## src/rtl/qom_pkg.sv

```systemverilog
`timescale 1ns / 1ps
// ----------------------------------------------------------------------------
// qom_pkg: shared types and product schedule
// Operand codes, the step descriptor and the fixed sequence of products that
// builds the pending quaternion and the nine rotation-matrix entries.
// ----------------------------------------------------------------------------
package qom_pkg;

  // Operand sources for one serial product
  typedef enum logic [3:0] {
    SRC_DW, SRC_DX, SRC_DY, SRC_DZ,
    SRC_CW, SRC_CX, SRC_CY, SRC_CZ,
    SRC_PW, SRC_PX, SRC_PY, SRC_PZ
  } src_t;

  // One product: a * b, times -1 when neg, times 2 when dbl.
  // diag marks the first product of a diagonal entry (adds 1.0).
  typedef struct packed {
    src_t src_a;
    src_t src_b;
    logic neg;
    logic dbl;
    logic diag;
  } step_t;

  // Control word from the sequencer to the serial MAC
  typedef struct packed {
    logic load;
    logic first;
    logic diag;
    logic neg;
    logic dbl;
  } mac_ctrl_t;

  localparam int N_QSTEPS  = 16;  // four products per quaternion component
  localparam int N_STEPS   = 34;  // plus two per matrix entry
  localparam int STEP_W    = 6;
  localparam int N_QGROUPS = 4;
  localparam int N_GROUPS  = 13;
  localparam int GRP_W     = 4;
  localparam int N_MAT     = 9;

  function automatic step_t mk(src_t a, src_t b, logic neg, logic dbl, logic diag);
    step_t s;
    s.src_a = a;
    s.src_b = b;
    s.neg   = neg;
    s.dbl   = dbl;
    s.diag  = diag;
    return s;
  endfunction

  function automatic step_t qom_step(logic [STEP_W-1:0] idx);
    step_t s;
    case (idx)
      // w = dw*cw - dx*cx - dy*cy - dz*cz
      6'd0:  s = mk(SRC_DW, SRC_CW, 1'b0, 1'b0, 1'b0);
      6'd1:  s = mk(SRC_DX, SRC_CX, 1'b1, 1'b0, 1'b0);
      6'd2:  s = mk(SRC_DY, SRC_CY, 1'b1, 1'b0, 1'b0);
      6'd3:  s = mk(SRC_DZ, SRC_CZ, 1'b1, 1'b0, 1'b0);
      // x = dw*cx + dx*cw + dy*cz - dz*cy
      6'd4:  s = mk(SRC_DW, SRC_CX, 1'b0, 1'b0, 1'b0);
      6'd5:  s = mk(SRC_DX, SRC_CW, 1'b0, 1'b0, 1'b0);
      6'd6:  s = mk(SRC_DY, SRC_CZ, 1'b0, 1'b0, 1'b0);
      6'd7:  s = mk(SRC_DZ, SRC_CY, 1'b1, 1'b0, 1'b0);
      // y = dw*cy - dx*cz + dy*cw + dz*cx
      6'd8:  s = mk(SRC_DW, SRC_CY, 1'b0, 1'b0, 1'b0);
      6'd9:  s = mk(SRC_DX, SRC_CZ, 1'b1, 1'b0, 1'b0);
      6'd10: s = mk(SRC_DY, SRC_CW, 1'b0, 1'b0, 1'b0);
      6'd11: s = mk(SRC_DZ, SRC_CX, 1'b0, 1'b0, 1'b0);
      // z = dw*cz + dx*cy - dy*cx + dz*cw
      6'd12: s = mk(SRC_DW, SRC_CZ, 1'b0, 1'b0, 1'b0);
      6'd13: s = mk(SRC_DX, SRC_CY, 1'b0, 1'b0, 1'b0);
      6'd14: s = mk(SRC_DY, SRC_CX, 1'b1, 1'b0, 1'b0);
      6'd15: s = mk(SRC_DZ, SRC_CW, 1'b0, 1'b0, 1'b0);
      // m0 = 1 - 2yy - 2zz
      6'd16: s = mk(SRC_PY, SRC_PY, 1'b1, 1'b1, 1'b1);
      6'd17: s = mk(SRC_PZ, SRC_PZ, 1'b1, 1'b1, 1'b0);
      // m1 = 2xy + 2zw
      6'd18: s = mk(SRC_PX, SRC_PY, 1'b0, 1'b1, 1'b0);
      6'd19: s = mk(SRC_PZ, SRC_PW, 1'b0, 1'b1, 1'b0);
      // m2 = 2zx - 2yw
      6'd20: s = mk(SRC_PZ, SRC_PX, 1'b0, 1'b1, 1'b0);
      6'd21: s = mk(SRC_PY, SRC_PW, 1'b1, 1'b1, 1'b0);
      // m3 = 2xy - 2zw
      6'd22: s = mk(SRC_PX, SRC_PY, 1'b0, 1'b1, 1'b0);
      6'd23: s = mk(SRC_PZ, SRC_PW, 1'b1, 1'b1, 1'b0);
      // m4 = 1 - 2zz - 2xx
      6'd24: s = mk(SRC_PZ, SRC_PZ, 1'b1, 1'b1, 1'b1);
      6'd25: s = mk(SRC_PX, SRC_PX, 1'b1, 1'b1, 1'b0);
      // m5 = 2yz + 2xw
      6'd26: s = mk(SRC_PY, SRC_PZ, 1'b0, 1'b1, 1'b0);
      6'd27: s = mk(SRC_PX, SRC_PW, 1'b0, 1'b1, 1'b0);
      // m6 = 2zx + 2yw
      6'd28: s = mk(SRC_PZ, SRC_PX, 1'b0, 1'b1, 1'b0);
      6'd29: s = mk(SRC_PY, SRC_PW, 1'b0, 1'b1, 1'b0);
      // m7 = 2yz - 2xw
      6'd30: s = mk(SRC_PY, SRC_PZ, 1'b0, 1'b1, 1'b0);
      6'd31: s = mk(SRC_PX, SRC_PW, 1'b1, 1'b1, 1'b0);
      // m8 = 1 - 2xx - 2yy
      6'd32: s = mk(SRC_PX, SRC_PX, 1'b1, 1'b1, 1'b1);
      6'd33: s = mk(SRC_PY, SRC_PY, 1'b1, 1'b1, 1'b0);
      default: s = mk(SRC_DW, SRC_CW, 1'b0, 1'b0, 1'b0);
    endcase
    return s;
  endfunction

  // First / last product of its output group
  function automatic logic step_first(logic [STEP_W-1:0] idx);
    if (idx < STEP_W'(N_QSTEPS)) begin
      return idx[1:0] == 2'b00;
    end
    return idx[0] == 1'b0;
  endfunction

  function automatic logic step_last(logic [STEP_W-1:0] idx);
    if (idx < STEP_W'(N_QSTEPS)) begin
      return idx[1:0] == 2'b11;
    end
    return idx[0] == 1'b1;
  endfunction

endpackage

```

## src/rtl/qom_serial_mac.sv

```systemverilog
`timescale 1ns / 1ps
// ----------------------------------------------------------------------------
// qom_serial_mac: bit-serial multiply-accumulate
// Shifts the multiplier out one bit a cycle and adds the scaled multiplicand
// into a wide accumulator; rounds and saturates the accumulator on demand.
// ----------------------------------------------------------------------------
module qom_serial_mac #(
  parameter int COMP_WIDTH = 16,
  parameter int FRAC_BITS  = 14
) (
  input  logic                         clk,
  input  logic                         rst_n,
  input  qom_pkg::mac_ctrl_t           ctrl,
  input  logic signed [COMP_WIDTH-1:0] op_a,
  input  logic signed [COMP_WIDTH-1:0] op_b,
  output logic                         done,
  output logic signed [COMP_WIDTH-1:0] result
);

  localparam int PROD_W = (2 * COMP_WIDTH > 2 * FRAC_BITS + 2) ?
                          2 * COMP_WIDTH : 2 * FRAC_BITS + 2;
  localparam int ACC_W  = PROD_W + 4;
  localparam int CNT_W  = $clog2(COMP_WIDTH);
  localparam logic [CNT_W-1:0] LAST_CNT = CNT_W'(COMP_WIDTH - 1);

  localparam logic signed [ACC_W-1:0] HALF = ACC_W'(1) << (FRAC_BITS - 1);
  localparam logic signed [ACC_W-1:0] ONE2 = ACC_W'(1) << (2 * FRAC_BITS);
  localparam logic signed [ACC_W-1:0] MAXV = (ACC_W'(1) << (COMP_WIDTH - 1)) - ACC_W'(1);
  localparam logic signed [ACC_W-1:0] MINV = ~MAXV;

  logic signed [ACC_W-1:0]      acc_r, acc_nxt;
  logic signed [ACC_W-1:0]      mcand_r, mcand_nxt;
  logic        [COMP_WIDTH-1:0] mplier_r, mplier_nxt;
  logic        [CNT_W-1:0]      cnt_r, cnt_nxt;
  logic                         run_r, run_nxt;

  logic signed [ACC_W-1:0] a_ext;
  logic signed [ACC_W-1:0] a_sc;
  logic signed [ACC_W-1:0] shifted;

  always_comb begin
    a_ext = ACC_W'(op_a);
    a_sc  = ctrl.dbl ? (a_ext <<< 1) : a_ext;
    if (ctrl.neg) begin
      a_sc = -a_sc;
    end

    acc_nxt    = acc_r;
    mcand_nxt  = mcand_r;
    mplier_nxt = mplier_r;
    cnt_nxt    = cnt_r;
    run_nxt    = run_r;

    if (ctrl.load) begin
      mcand_nxt  = a_sc;
      mplier_nxt = op_b;
      cnt_nxt    = '0;
      run_nxt    = 1'b1;
      if (ctrl.first) begin
        acc_nxt = ctrl.diag ? (HALF + ONE2) : HALF;
      end
    end else if (run_r) begin
      // sign bit of the multiplier carries negative weight
      if (mplier_r[0]) begin
        acc_nxt = (cnt_r == LAST_CNT) ? acc_r - mcand_r : acc_r + mcand_r;
      end
      mcand_nxt  = mcand_r <<< 1;
      mplier_nxt = mplier_r >> 1;
      cnt_nxt    = cnt_r + CNT_W'(1);
      if (cnt_r == LAST_CNT) begin
        run_nxt = 1'b0;
      end
    end
  end

  assign done = run_r && (cnt_r == LAST_CNT);

  // Round half up is already in the accumulator; floor, then clamp
  always_comb begin
    shifted = acc_r >>> FRAC_BITS;
    if (shifted > MAXV) begin
      result = MAXV[COMP_WIDTH-1:0];
    end else if (shifted < MINV) begin
      result = MINV[COMP_WIDTH-1:0];
    end else begin
      result = shifted[COMP_WIDTH-1:0];
    end
  end

  always_ff @(posedge clk) begin
    if (!rst_n) begin
      run_r <= 1'b0;
    end else begin
      run_r <= run_nxt;
    end
    acc_r    <= acc_nxt;
    mcand_r  <= mcand_nxt;
    mplier_r <= mplier_nxt;
    cnt_r    <= cnt_nxt;
  end

endmodule

```

## src/rtl/quaternion_orientation_to_matrix_top.sv

```systemverilog
`timescale 1ns / 1ps
// ----------------------------------------------------------------------------
// quaternion_orientation_to_matrix_top: orientation keeper with matrix output
// Keeps committed and pending orientation quaternions, applies drag deltas
// by Hamilton product and emits the rotation matrix of the pending value.
// ----------------------------------------------------------------------------
// Usage:
//   Input channel (in_valid / in_stall): one word per drag or release.
//   in_kind bit 0 clear = drag, delta in in_delta_*; set = release.
//   A drag forms delta * committed into pending, then sends one output word
//   (out_m0..out_m8, column-major rotation matrix of pending).
//   A release copies pending into committed, with no output word.
//   All values are signed fixed point, FRAC_BITS fraction bits, rounded
//   half up and saturated to COMP_WIDTH bits.
// Schedule:
//   One shared bit-serial multiplier runs 34 products (16 for the
//   quaternion, 18 for the matrix); each product passes through ST_LOAD
//   and ST_MUL, and each group result is rounded and stored in ST_FIN.
//   A drag then waits in ST_DONE for the output register; in_stall is
//   high until ST_IDLE. A release leaves the block in ST_IDLE.
// Stall:
//   The output word sits in its own register. A new item may be accepted
//   while it waits; a finished matrix is held until that word is taken.
// Reset:
//   Synchronous, active low; both quaternions return to identity and the
//   output channel empties.
// ----------------------------------------------------------------------------
module quaternion_orientation_to_matrix_top #(
  parameter int FRAC_BITS  = 14,
  parameter int COMP_WIDTH = 16
) (
  input  logic                         clk,
  input  logic                         rst_n,
  input  logic                         in_valid,
  output logic                         in_stall,
  input  logic                         in_kind,
  input  logic signed [COMP_WIDTH-1:0] in_delta_w,
  input  logic signed [COMP_WIDTH-1:0] in_delta_x,
  input  logic signed [COMP_WIDTH-1:0] in_delta_y,
  input  logic signed [COMP_WIDTH-1:0] in_delta_z,
  output logic                         out_valid,
  input  logic                         out_stall,
  output logic signed [COMP_WIDTH-1:0] out_m0,
  output logic signed [COMP_WIDTH-1:0] out_m1,
  output logic signed [COMP_WIDTH-1:0] out_m2,
  output logic signed [COMP_WIDTH-1:0] out_m3,
  output logic signed [COMP_WIDTH-1:0] out_m4,
  output logic signed [COMP_WIDTH-1:0] out_m5,
  output logic signed [COMP_WIDTH-1:0] out_m6,
  output logic signed [COMP_WIDTH-1:0] out_m7,
  output logic signed [COMP_WIDTH-1:0] out_m8
);

  localparam logic signed [COMP_WIDTH-1:0] ONE = COMP_WIDTH'(1) << FRAC_BITS;

  typedef enum logic [2:0] {
    ST_IDLE,
    ST_LOAD,
    ST_MUL,
    ST_FIN,
    ST_DONE
  } state_t;

  typedef logic signed [COMP_WIDTH-1:0] comp_t;

  state_t                          state_r;
  logic [qom_pkg::STEP_W-1:0]      step_r;
  logic [qom_pkg::GRP_W-1:0]       grp_r;
  comp_t                           delta_r   [4];
  comp_t                           commit_r  [4];
  comp_t                           pend_r    [4];
  comp_t                           mres_r    [qom_pkg::N_MAT];
  comp_t                           outm_r    [qom_pkg::N_MAT];
  logic                            out_valid_r;

  qom_pkg::step_t     step;
  qom_pkg::mac_ctrl_t mac_ctrl;
  comp_t              op_a, op_b, mac_res;
  logic               mac_done;
  logic               in_acc, out_acc, out_free, out_load;

  assign in_stall = (state_r != ST_IDLE);
  assign in_acc   = in_valid && !in_stall;
  assign out_acc  = out_valid_r && !out_stall;
  assign out_free = !out_valid_r || !out_stall;
  assign out_load = (state_r == ST_DONE) && out_free;

  assign step = qom_pkg::qom_step(step_r);

  function automatic comp_t pick(qom_pkg::src_t s, comp_t d[4], comp_t c[4], comp_t p[4]);
    comp_t v;
    case (s)
      qom_pkg::SRC_DW: v = d[0];
      qom_pkg::SRC_DX: v = d[1];
      qom_pkg::SRC_DY: v = d[2];
      qom_pkg::SRC_DZ: v = d[3];
      qom_pkg::SRC_CW: v = c[0];
      qom_pkg::SRC_CX: v = c[1];
      qom_pkg::SRC_CY: v = c[2];
      qom_pkg::SRC_CZ: v = c[3];
      qom_pkg::SRC_PW: v = p[0];
      qom_pkg::SRC_PX: v = p[1];
      qom_pkg::SRC_PY: v = p[2];
      qom_pkg::SRC_PZ: v = p[3];
      default:         v = '0;
    endcase
    return v;
  endfunction

  always_comb begin
    op_a           = pick(step.src_a, delta_r, commit_r, pend_r);
    op_b           = pick(step.src_b, delta_r, commit_r, pend_r);
    mac_ctrl.load  = (state_r == ST_LOAD);
    mac_ctrl.first = qom_pkg::step_first(step_r);
    mac_ctrl.diag  = step.diag;
    mac_ctrl.neg   = step.neg;
    mac_ctrl.dbl   = step.dbl;
  end

  qom_serial_mac #(
    .COMP_WIDTH (COMP_WIDTH),
    .FRAC_BITS  (FRAC_BITS)
  ) u_mac (
    .clk    (clk),
    .rst_n  (rst_n),
    .ctrl   (mac_ctrl),
    .op_a   (op_a),
    .op_b   (op_b),
    .done   (mac_done),
    .result (mac_res)
  );

  always_ff @(posedge clk) begin
    if (!rst_n) begin
      state_r     <= ST_IDLE;
      step_r      <= '0;
      grp_r       <= '0;
      out_valid_r <= 1'b0;
      for (int i = 0; i < 4; i++) begin
        commit_r[i] <= (i == 0) ? ONE : '0;
        pend_r[i]   <= (i == 0) ? ONE : '0;
      end
    end else begin
      // raise valid for a new output word, else drop it once taken
      if (out_load) begin
        out_valid_r <= 1'b1;
      end else if (out_acc) begin
        out_valid_r <= 1'b0;
      end
      case (state_r)
        ST_IDLE: begin
          if (in_acc) begin
            if (in_kind) begin
              commit_r <= pend_r;
            end else begin
              delta_r[0] <= in_delta_w;
              delta_r[1] <= in_delta_x;
              delta_r[2] <= in_delta_y;
              delta_r[3] <= in_delta_z;
              step_r     <= '0;
              grp_r      <= '0;
              state_r    <= ST_LOAD;
            end
          end
        end
        ST_LOAD: begin
          state_r <= ST_MUL;
        end
        ST_MUL: begin
          if (mac_done) begin
            if (qom_pkg::step_last(step_r)) begin
              state_r <= ST_FIN;
            end else begin
              step_r  <= step_r + qom_pkg::STEP_W'(1);
              state_r <= ST_LOAD;
            end
          end
        end
        ST_FIN: begin
          // store the rounded group result: quaternion first, then matrix
          if (grp_r < qom_pkg::GRP_W'(qom_pkg::N_QGROUPS)) begin
            pend_r[grp_r[1:0]] <= mac_res;
          end else begin
            for (int i = 0; i < qom_pkg::N_MAT - 1; i++) begin
              mres_r[i] <= mres_r[i+1];
            end
            mres_r[qom_pkg::N_MAT-1] <= mac_res;
          end
          grp_r <= grp_r + qom_pkg::GRP_W'(1);
          if (step_r == qom_pkg::STEP_W'(qom_pkg::N_STEPS - 1)) begin
            state_r <= ST_DONE;
          end else begin
            step_r  <= step_r + qom_pkg::STEP_W'(1);
            state_r <= ST_LOAD;
          end
        end
        ST_DONE: begin
          // hold the matrix until the output register is free
          if (out_free) begin
            outm_r  <= mres_r;
            state_r <= ST_IDLE;
          end
        end
        default: begin
          state_r <= ST_IDLE;
        end
      endcase
    end
  end

  assign out_valid = out_valid_r;
  assign out_m0    = outm_r[0];
  assign out_m1    = outm_r[1];
  assign out_m2    = outm_r[2];
  assign out_m3    = outm_r[3];
  assign out_m4    = outm_r[4];
  assign out_m5    = outm_r[5];
  assign out_m6    = outm_r[6];
  assign out_m7    = outm_r[7];
  assign out_m8    = outm_r[8];

endmodule

```

## config.mk

```make
export PLATFORM = sky130hd
export DESIGN_NAME = quaternion_orientation_to_matrix_top
export DESIGN_NICKNAME = d
export VERILOG_FILES = /design/src/rtl/qom_pkg.sv /design/src/rtl/qom_serial_mac.sv /design/src/rtl/quaternion_orientation_to_matrix_top.sv
export SDC_FILE = /design/constraint.sdc
export NUM_CORES = 1
export LEC_CHECK = 0
export BUFFER_PORTS_ARGS = -buffer_cell sky130_fd_sc_hd__buf_2
export CAP_MARGIN = 20
export CORE_MARGIN = 5
export CORE_UTILIZATION = 35
export CTS_CLUSTER_SIZE = 28
export DETAILED_ROUTE_END_ITERATION = 12
export GPL_TIMING_DRIVEN = 0
export PLACE_DENSITY = 0.58
export SYNTH_ARGS = -nofsm -noshare
export SYNTH_HDL_FRONTEND = slang
export SYNTH_SLANG_ARGS = --single-unit
```

## constraint.sdc

```tcl
create_clock -name clk -period 35.9 [get_ports clk]
set_clock_uncertainty 0.05 [all_clocks]
set_input_delay 1.795 -clock clk [delete_from_list [all_inputs] [get_ports clk]]
set_output_delay 1.795 -clock clk [all_outputs]
set_load 0.03 [all_outputs]
```

# Word-level counts from Yosys, hierarchy flattened
# Memories as Yosys holds them, arrays and structs flattened. A register that Yosys moved wholly into a read port is not among the register bits.
# Index checks and enable logic that the tools add are counted.
# totals
mem_count	1
rom_bits	640
wordCells	173
in_bits	69
out_inout_bits	146
ff_bits	587
# op_classes
muxes	53
n_eq_ne	36
magnitude_cmp	6
bitwise_logic	4
n_reduce_logical	28
add_sub_neg	6
# mem_list
name	depth	width	rd	rd_clocked_by_memory_dff	wr	line_no	source
(no name shown)	64	10	1	1	0	qom_pkg.sv:55	case (idx)
# op_table
op	n
16-bit case mux with 12 select lines	2
36-bit two-way mux	8
16-bit two-way mux	6
64-bit bitwise mux	1
6-bit two-way mux	7
36-bit adder	1
4-bit == test (second input constant)	9
17-bit negator with 36-bit output	1
36-bit subtractor	1
16-bit demux with 2-bit select	1
4-bit by 3-bit == test with 1-bit output (second input constant)	8
29-bit two-way mux	1
22-bit by 16-bit greater-than comparator with 1-bit output (second input constant)	1
22-bit by 16-bit < comparator with 1-bit output (second input constant)	1
6-bit case mux with 3 select lines	1
4-bit by 2-bit == test with 1-bit output (second input constant)	4
1-bit two-way mux	16
3-bit two-way mux	5
3-bit case mux with 5 select lines	1
3-bit AND reduction	5
2-bit inequality test (second input constant)	7
4-bit by 1-bit adder with 4-bit output (second input constant)	2
4-bit by 1-bit == test with 1-bit output (second input constant)	2
4-bit zero test	2
other kinds (25)	40

# Logic depth before layout (Yosys ltp)
# Gate-level depths: netlist of run 1.
# depth
word_depth	14
mapped_depth	18
ltp_nobuf	18

# Hierarchy
# From an unflattened synthesis of run 1, not the netlist that was laid out.
# unflattened
hier_cells	2176
area_unflattened_um2	26048.7
# modules_own_cells
mod	seq_area_each_um2	area_each_um2	instances	cells_per_inst
quaternion_orientation_to_matrix_top	13573.0	18670.4	1	1364
qom_serial_mac	2742.6	7378.3	1	812

# Least setup slack after synthesis of run 1
# Ideal clock, no wire load.
# synth_timing
path_kind	input to register
from	in rst_n
to	reg outm_r (netlist bit out_m0[0]) (enable)
n_path_buf	1
t_arrival_ns	11.800
path_stages	3
slack_ns	23.226
path_cell_list	clkbuf_1 > nand2_1 > nor3_1
# synth_between
elab_chain_len	1
# synth_lines
item	line_no	source
from (decl)	quaternion_orientation_to_matrix_top.sv:33	input logic rst_n,
3-bit AND reduction (no source line)	-	
to (signal assigned)	quaternion_orientation_to_matrix_top.sv:200	outm_r <= mres_r;
to (decl)	quaternion_orientation_to_matrix_top.sv:73	comp_t outm_r [qom_pkg::N_MAT];
# No other way between the ends.
# A chain may end at the register's enable or synchronous reset.

# Worst setup path after layout of run 1
# layout_timing
from	reg step[7] (netlist name)
to	reg u_mac.mcand_r[16], data pin
# layout_between
elab_chain_len	6
elab_cells_between_ends	17
classes_between	1 x add/sub; 11 x eq/ne; 4 x mux; 1 x reduce/logical
# layout_lines
item	line_no	source
4-bit == test (tied with other cells)	quaternion_orientation_to_matrix_top.sv:92	case (s)
16-bit case mux with 12 select lines *	quaternion_orientation_to_matrix_top.sv:92	
16-bit two-way mux	qom_serial_mac.sv:43	a_sc = ctrl.dbl ? (a_ext <<< 1) : a_ext;
17-bit negator with 36-bit output	qom_serial_mac.sv:45	a_sc = -a_sc;
36-bit two-way mux *	qom_serial_mac.sv:44	if (ctrl.neg) begin
36-bit two-way mux *	qom_serial_mac.sv:54	if (ctrl.load) begin
named net u_mac.mcand_nxt[16]	qom_serial_mac.sv:32	logic signed [ACC_W-1:0] mcand_r, mcand_nxt;
to (signal assigned)	qom_serial_mac.sv:97	mcand_r <= mcand_nxt;
to (decl)	qom_serial_mac.sv:32	
# Mark *: on every way through the listed nets, which the timed path passes. The rest lies on a longest branch.

==> flow_metrics.py, run 1 <==
metrics = {
    "outcome": {
        "status": "completed",
    },
    "power": {
        "power.density_mw_per_mm2": 59.7,
        "seqPwrFrac_pct": 44.3,
        "power.share.clock_pct": 39.6,
        "p_int_mw": 1.31,
        "ir_worst_vdd_mv": 0.0410,
        "combPwrFrac_pct": 16.1,
        "p_sw_share_pct": 27.7,
        "p_switching_uw": 501,
        "total_power_mw": 1.81,
        "leakage_nw": 10.7,
    },
    "global_routing": {
        "grt_first_pass_wirelength_microns": 112000,
        "grt_max_degree": 45,
        "grt_use_total_pct": 18.7,
        "grtUsageMet3_pct": 4.50,
        "met2_usage_pct": 30.8,
        "use_met1_pct": 23.4,
        "grt-ovfl-total": 0,
        "grt_pass1_vias": 18200,
        "antenna_found_initial": 2,
        "busiest_layer": "met2",
    },
    "sta": {
        "rsz0062_at_grt": "false",
        "max_freq_mhz": 179,
        "finalCritPeriodShare_pct": 15.5,
        "min_period_ns": 5.58,
        "slew_headroom_pct": 26.2,
        "fin_tns_setup_ns": 0,
        "setup_viol": 0,
        "worst_pin_slew_ns": 1.10,
        "slew_violations": 0,
        "hold_viol": 0,
    },
    "clock_tree": {
        "cts_tree": "built",
        "cts_htree_levels": 3,
        "cts.sinks": 595,
        "root_buffer": "clkbuf_16",
        "insertion_delay_ns": 0.63,
        "clk_pin_slew_worst_paths_ns": 0.06,
        "post_cts_buffers": 0,
        "cts.path.max_buffers": 3,
        "cts-buffers-inserted": 70,
        "holdBufCountCts": 0,
        "postCtsResizedCells": 0,
    },
    "drt": {
        "drc_errors": 0,
        "route.vias.total": 18300,
        "wl_per_cell_microns": 21.9,
        "detail-route-antenna-nets": 0,
        "viasPerCell": 5.39,
        "drtPass1Iterations": 8,
        "wirelength_microns": 74600,
        "drtIter0Drc": 1946,
    },
    "critical_path": {
        "crit_type": "flip-flop to flip-flop",
        "start_kind": "flip-flop",
        "critPathCaptureType": "flip-flop",
        "crit_fanout": 10,
        "crit_arrival_ns": 6.01,
        "cp.required_ns": 36.34,
    },
    "final_layout": {
        "seq_area_sq_mm": 0.0163,
        "fillers": 6626,
        "n_antenna_cell": 0,
        "multi_input_area_sq_mm": 0.00837,
        "syn_to_final_growth_pct": 20.0,
        "fin_nets": 2523,
        "final_layout_size_suffix_gt1_share_pct": 16.5,
    },
    "synth": {
        "synth-main-ff-cell": "edfxtp_1",
        "ys_seq_area_share_pct": 64.7,
        "syn_nets": 2205,
        "synth_area_sq_mm": 0.0252,
        "async_reset_ff_share_pct": 0,
        "synthCells": 2081,
        "synth_warnings": 0,
        "netlist-cell-type-count": 71,
        "syn_area_per_cell_sq_um": 12.1,
        "ys_ff_latch": 595,
        "synth_edf_count": 440,
    },
    "die": {
        "io_pins": 215,
        "die_width_microns": 278,
        "core_sq_mm": 0.0715,
        "dieArea_sq_mm": 0.0775,
        "initial_core_util_pct": 35.3,
        "die_height_microns": 278,
        "fp-row-count": 98,
    },
    "placement": {
        "numPortBuffers": 214,
        "gp_congestion": 0.948,
        "place_hpwl_microns": 54800,
    },
    "job": {
        "maxCapViolCount": 0,
    },
    "hold_path": {
        "hold_class": "flip-flop to flip-flop",
    },
}
synthesized netlist by cell type (19+ instances only):
library cell  instances  area share [%]
a22oi_1              31            0.92
clkbuf_1             88             1.3
a221oi_1             34             1.2
a22o_1               34             1.2
mux2i_1              21            0.83
inv_1                40            0.60
mux4_2               21             1.9
a21oi_1             185             3.7
nand2_1             242             3.6
a21o_1               26            0.77
o21a_1               25            0.74
ha_1                 54             2.7
nor2_1              216             3.2
and3_1               19            0.47
nand3_1              26            0.52
xnor2_1              45             1.6
dfxtp_1             155              12
xor2_1               39             1.4
nor3_1               31            0.62
o21ai_0              83             1.6
edfxtp_1            440              52
stage by stage:
| stage | util, % | setup WS [ns] | instance area, sq um | hold slack, ns | cells |
|---|---|---|---|---|---|
| 2_1_floorplan | - | 23.23 | 25200 | 0.350 | 2081 |
| 3_3_place_gp | 38.4 | 17.48 | 27500 | 0.351 | 3245 |
| 3_5_place_dp | 39.0 | 30.43 | 27900 | 0.356 | 3277 |
| 4_1_cts | 42.3 | 30.41 | 30200 | 0.357 | 3404 |
| 5_1_grt | 42.3 | 30.15 | 30200 | 0.377 | 3404 |
| 6_report | 42.3 | 30.32 | 30200 | 0.355 | 3404 |
state kept, by name, indices dropped and copies added (netlist names), 36 cells and up:
name           cells
mres_r           144
pend_r            64
u_mac.acc_r       36
u_mac.mcand_r     36
delta_r           64
commit_r          64
routing by layer:
metal | wire (microns) | vias to the layer above
li1 | - | 8362
met1 | 29800 | 8838
met2 | 34900 | 897
met3 | 6100 | 234
met4 | 3750 | 2
met5 | 13 | -
path summary, 6_finish.rpt:
kind / from / end / slack [ns] / depth (start not counted)
setup reg to reg: step[7] / u_mac.mcand_r[16] / 30.32 / 16
setup / recovery: step[7] / u_mac.mcand_r[16] / 30.32 / 16
hold reg to reg: mres_r[139] / out_m0[11] / 0.35 / 0
hold / removal: mres_r[139] / out_m0[11] / 0.35 / 0
cell families after synthesis:
logic type / count (synthesis) / share of synthesized area (%)
compound gates: 517 / 13.2
simple gates: 635 / 11.1
buf+inv: 146 / 2.24
xor+xnor: 84 / 2.92
mux: 49 / 3.02
flops: 595 / 64.7
fa+ha+maj: 55 / 2.76
placed cells by master, fill, tap and decap left out, types with 29 or more instances in the layout:
cell / Yosys / routed
edfxtp_1: 440 / 440
nand2_1: 242 / 242
buf_2: 8 / 227
nor2_1: 216 / 215
a21oi_1: 185 / 185
dfxtp_1: 155 / 155
clkbuf_1: 88 / 100
o21ai_0: 83 / 83
clkbuf_16: 0 / 70
ha_1: 54 / 54
xnor2_1: 45 / 45
inv_1: 40 / 40
xor2_1: 39 / 39
a22o_1: 34 / 34
a221oi_1: 34 / 34
a22oi_1: 31 / 31
nor3_1: 31 / 29
power groups by stage:
| stage | clock (mW) | combinational (mW) | sequential (mW) |
|---|---|---|---|
| 6_report | 0.716 | 0.291 | 0.799 |
| 2_1_floorplan | 0 | 0.203 | 0.806 |
| 3_5_place_dp | 0 | 0.288 | 0.813 |
| 3_3_place_gp | 0 | 0.275 | 0.814 |
| 4_1_cts | 0.734 | 0.289 | 0.799 |
| 5_1_grt | 0.763 | 0.322 | 0.802 |
critical path, cell delays in order (launching register included):
cell      delay, ns
dfxtp_1        0.32
buf_6          0.20
buf_2          0.37
buf_2          0.50
buf_2          0.44
mux4_2         0.55
nand2_1        0.11
a21boi_0       0.36
ha_1           0.30
inv_1          0.09
or4_4          0.55
or4b_4         0.56
nor2_2         0.16
nand2_1        0.07
ha_1           0.30
a211oi_1       0.35
a21o_1         0.12
area by class of cell:
type	instances	share of cell area, %
sequential	595	54.0
buffer	103	1.34
clock buffer	83	5.99
tap	950	3.93
timing repair buffer	246	4.84
multi-input combinational	1340	27.7
inverter	43	0.534
clock inverter	44	1.76
(Power assumes the default switching activity.)
==> run 2: changes to the inputs <==
==> constraint.sdc (replaced) <==
create_clock -name clk -period 5.2 [get_ports clk]
set_clock_uncertainty 0.05 [all_clocks]
set_input_delay 0.26 -clock clk [delete_from_list [all_inputs] [get_ports clk]]
set_output_delay 0.26 -clock clk [all_outputs]
set_load 0.03 [all_outputs]
==> flow_metrics.py, run 2 (synthesis gave the netlist of run 1 again) <==
metrics = {
    "outcome": {
        "status": "finished with violations",
        "violations": "negative setup slack",
    },
    "hold_path": {
        "hold_start": "rst_n",
        "hold_class": "input port to flip-flop",
    },
    "drt": {
        "drtIter0Drc": 1791,
        "wirelength_microns": 75900,
        "drc_errors": 0,
        "drtPass1Iterations": 6,
        "wl_per_cell_microns": 21.9,
        "detail-route-antenna-nets": 0,
        "route.vias.total": 18400,
        "viasPerCell": 5.30,
    },
    "critical_path": {
        "critPathBufInv": 3,
        "slowest_delay_ns": 0.71,
        "critPathCaptureType": "flip-flop",
        "slowest_stage": "a211oi_1",
        "crit_type": "flip-flop to flip-flop",
        "rrSetupSlack_ns": -0.005,
        "cp.required_ns": 5.64,
        "cpLargestDelayFamily": "compound AO/OA/AOI/OAI gates",
        "crit_chain": "buf_2 > buf_1 > buf_1 > o211ai_1 > a211oi_1 > o21ai_0 > or4b_4 > nor2_2 > nand2_1 > ha_1 > a211oi_1 > a21o_1",
        "crit_fanout": 10,
        "start_kind": "flip-flop",
        "r2r_start": "step[6]",
        "startpoint": "step[6]",
        "crit_arrival_ns": 5.65,
    },
    "die": {
        "initial_core_util_pct": 35.3,
        "fp-row-count": 98,
        "die_height_microns": 278,
        "die_width_microns": 278,
        "dieArea_sq_mm": 0.0775,
        "core_sq_mm": 0.0715,
        "io_pins": 215,
    },
    "global_routing": {
        "antenna_found_initial": 1,
        "grt-ovfl-total": 0,
        "grt_pass1_vias": 18500,
        "grt_use_total_pct": 18.9,
        "grt_first_pass_wirelength_microns": 113000,
        "grt_max_degree": 45,
    },
    "placement": {
        "place_hpwl_microns": 54500,
        "gp_congestion": 0.964,
        "dp_slack_ns": -0.282,
        "numPortBuffers": 214,
    },
    "sta": {
        "slew_violations": 0,
        "max_freq_mhz": 192,
        "rsz0062_at_grt": "false",
        "min_period_ns": 5.20,
        "finalCritPeriodShare_pct": 100,
        "worst_pin_slew_ns": 1.12,
        "setup_slack_ns": -0.00461,
        "hold_viol": 0,
        "setup_viol": 1,
        "slew_headroom_pct": 24.6,
    },
    "final_layout": {
        "final_cell_mix": "edfxtp_1 (440), nand2_1 (242), buf_2 (224), nor2_1 (215), a21oi_1 (185)",
        "n_antenna_cell": 0,
        "fin_nets": 2587,
        "largest_reg_flops": 144,
        "syn_to_final_growth_pct": 22.7,
        "regMostFlops": "mres_r",
        "final_layout_size_suffix_gt1_share_pct": 15.9,
        "final_common_cell": "edfxtp_1",
    },
    "clock_tree": {
        "clk_pin_slew_worst_paths_ns": 0.05,
        "cts.sinks": 595,
        "cts_tree": "built",
        "cts_htree_levels": 3,
        "root_buffer": "clkbuf_16",
        "insertion_delay_ns": 0.63,
        "cts-buffers-inserted": 68,
        "cts.path.max_buffers": 3,
    },
    "power": {
        "total_power_mw": 12.4,
        "power.density_mw_per_mm2": 400,
        "leakage_nw": 11.0,
        "ir_worst_vdd_mv": 0.241,
    },
    "job": {
        "maxCapViolCount": 0,
    },
}
==> run 2: tightest hold or removal path, stage by stage <==
cell and delay (ns):
buf_2 0.14, a31oi_1 0.30, inv_1 0.08
==> run 2: power breakdown <==
group          internal, mW  total (mW)  switching, mW
clock                  2.74        4.77           2.02
combinational         0.811        2.10           1.29
sequential             5.37        5.52          0.146
total                  8.93        12.4           3.46
==> run 2: per-stage QoR <==
stage	utilization (%)	hold WS, ns	instance area (sq um)	TNS, ns	cells
2_1_floorplan	-	0.309	25200	0	2081
3_3_place_gp	38.4	0.352	27500	-307.03	3245
3_5_place_dp	39.1	0.356	28000	-0.650	3274
4_1_cts	43.2	0.150	30900	0	3465
5_1_grt	43.3	0.196	30900	0	3469
6_report	43.3	0.166	30900	-0.00461	3469
==> run 2: area by class of cell <==
cell class / count / area [sq um]
sequential: 595 / 16300
clock inverter: 36 / 462
multi-input combinational: 1340 / 8390
clock buffer: 90 / 1790
inverter: 43 / 161
timing repair buffer: 313 / 2210
fill: 6629 / 40500
buffer: 102 / 412
tap: 950 / 1190
==> run 2: worst paths after layout <==
kind | end | cells after the start
hold / removal | step_r[1] | 3
setup / recovery | u_mac.mcand_r[16] | 12
setup reg to reg | u_mac.mcand_r[16] | 12
hold reg to reg | out_m0[12] | 0
==> run 2: routing by layer <==
metal  GRT usage (%)  wire (microns)  vias to the layer above
met5               0              13                        -
met4            8.81            3750                        2
met3            4.09            5660                      234
met2            31.4           35600                      835
met1            23.9           30800                     8834
li1                -               -                     8496
==> run 2: what timing repair did <==
| action | CTS | global route |
|---|---|---|
| pin swaps | 0 | 1 |
| hold buffers | 65 | 0 |
| setup buffers | 0 | 1 |
| hold endpoints to repair | 65 | 0 |
| resized for setup | 4 | 5 |
| endpoints found under the setup margin | 6 | 6 |
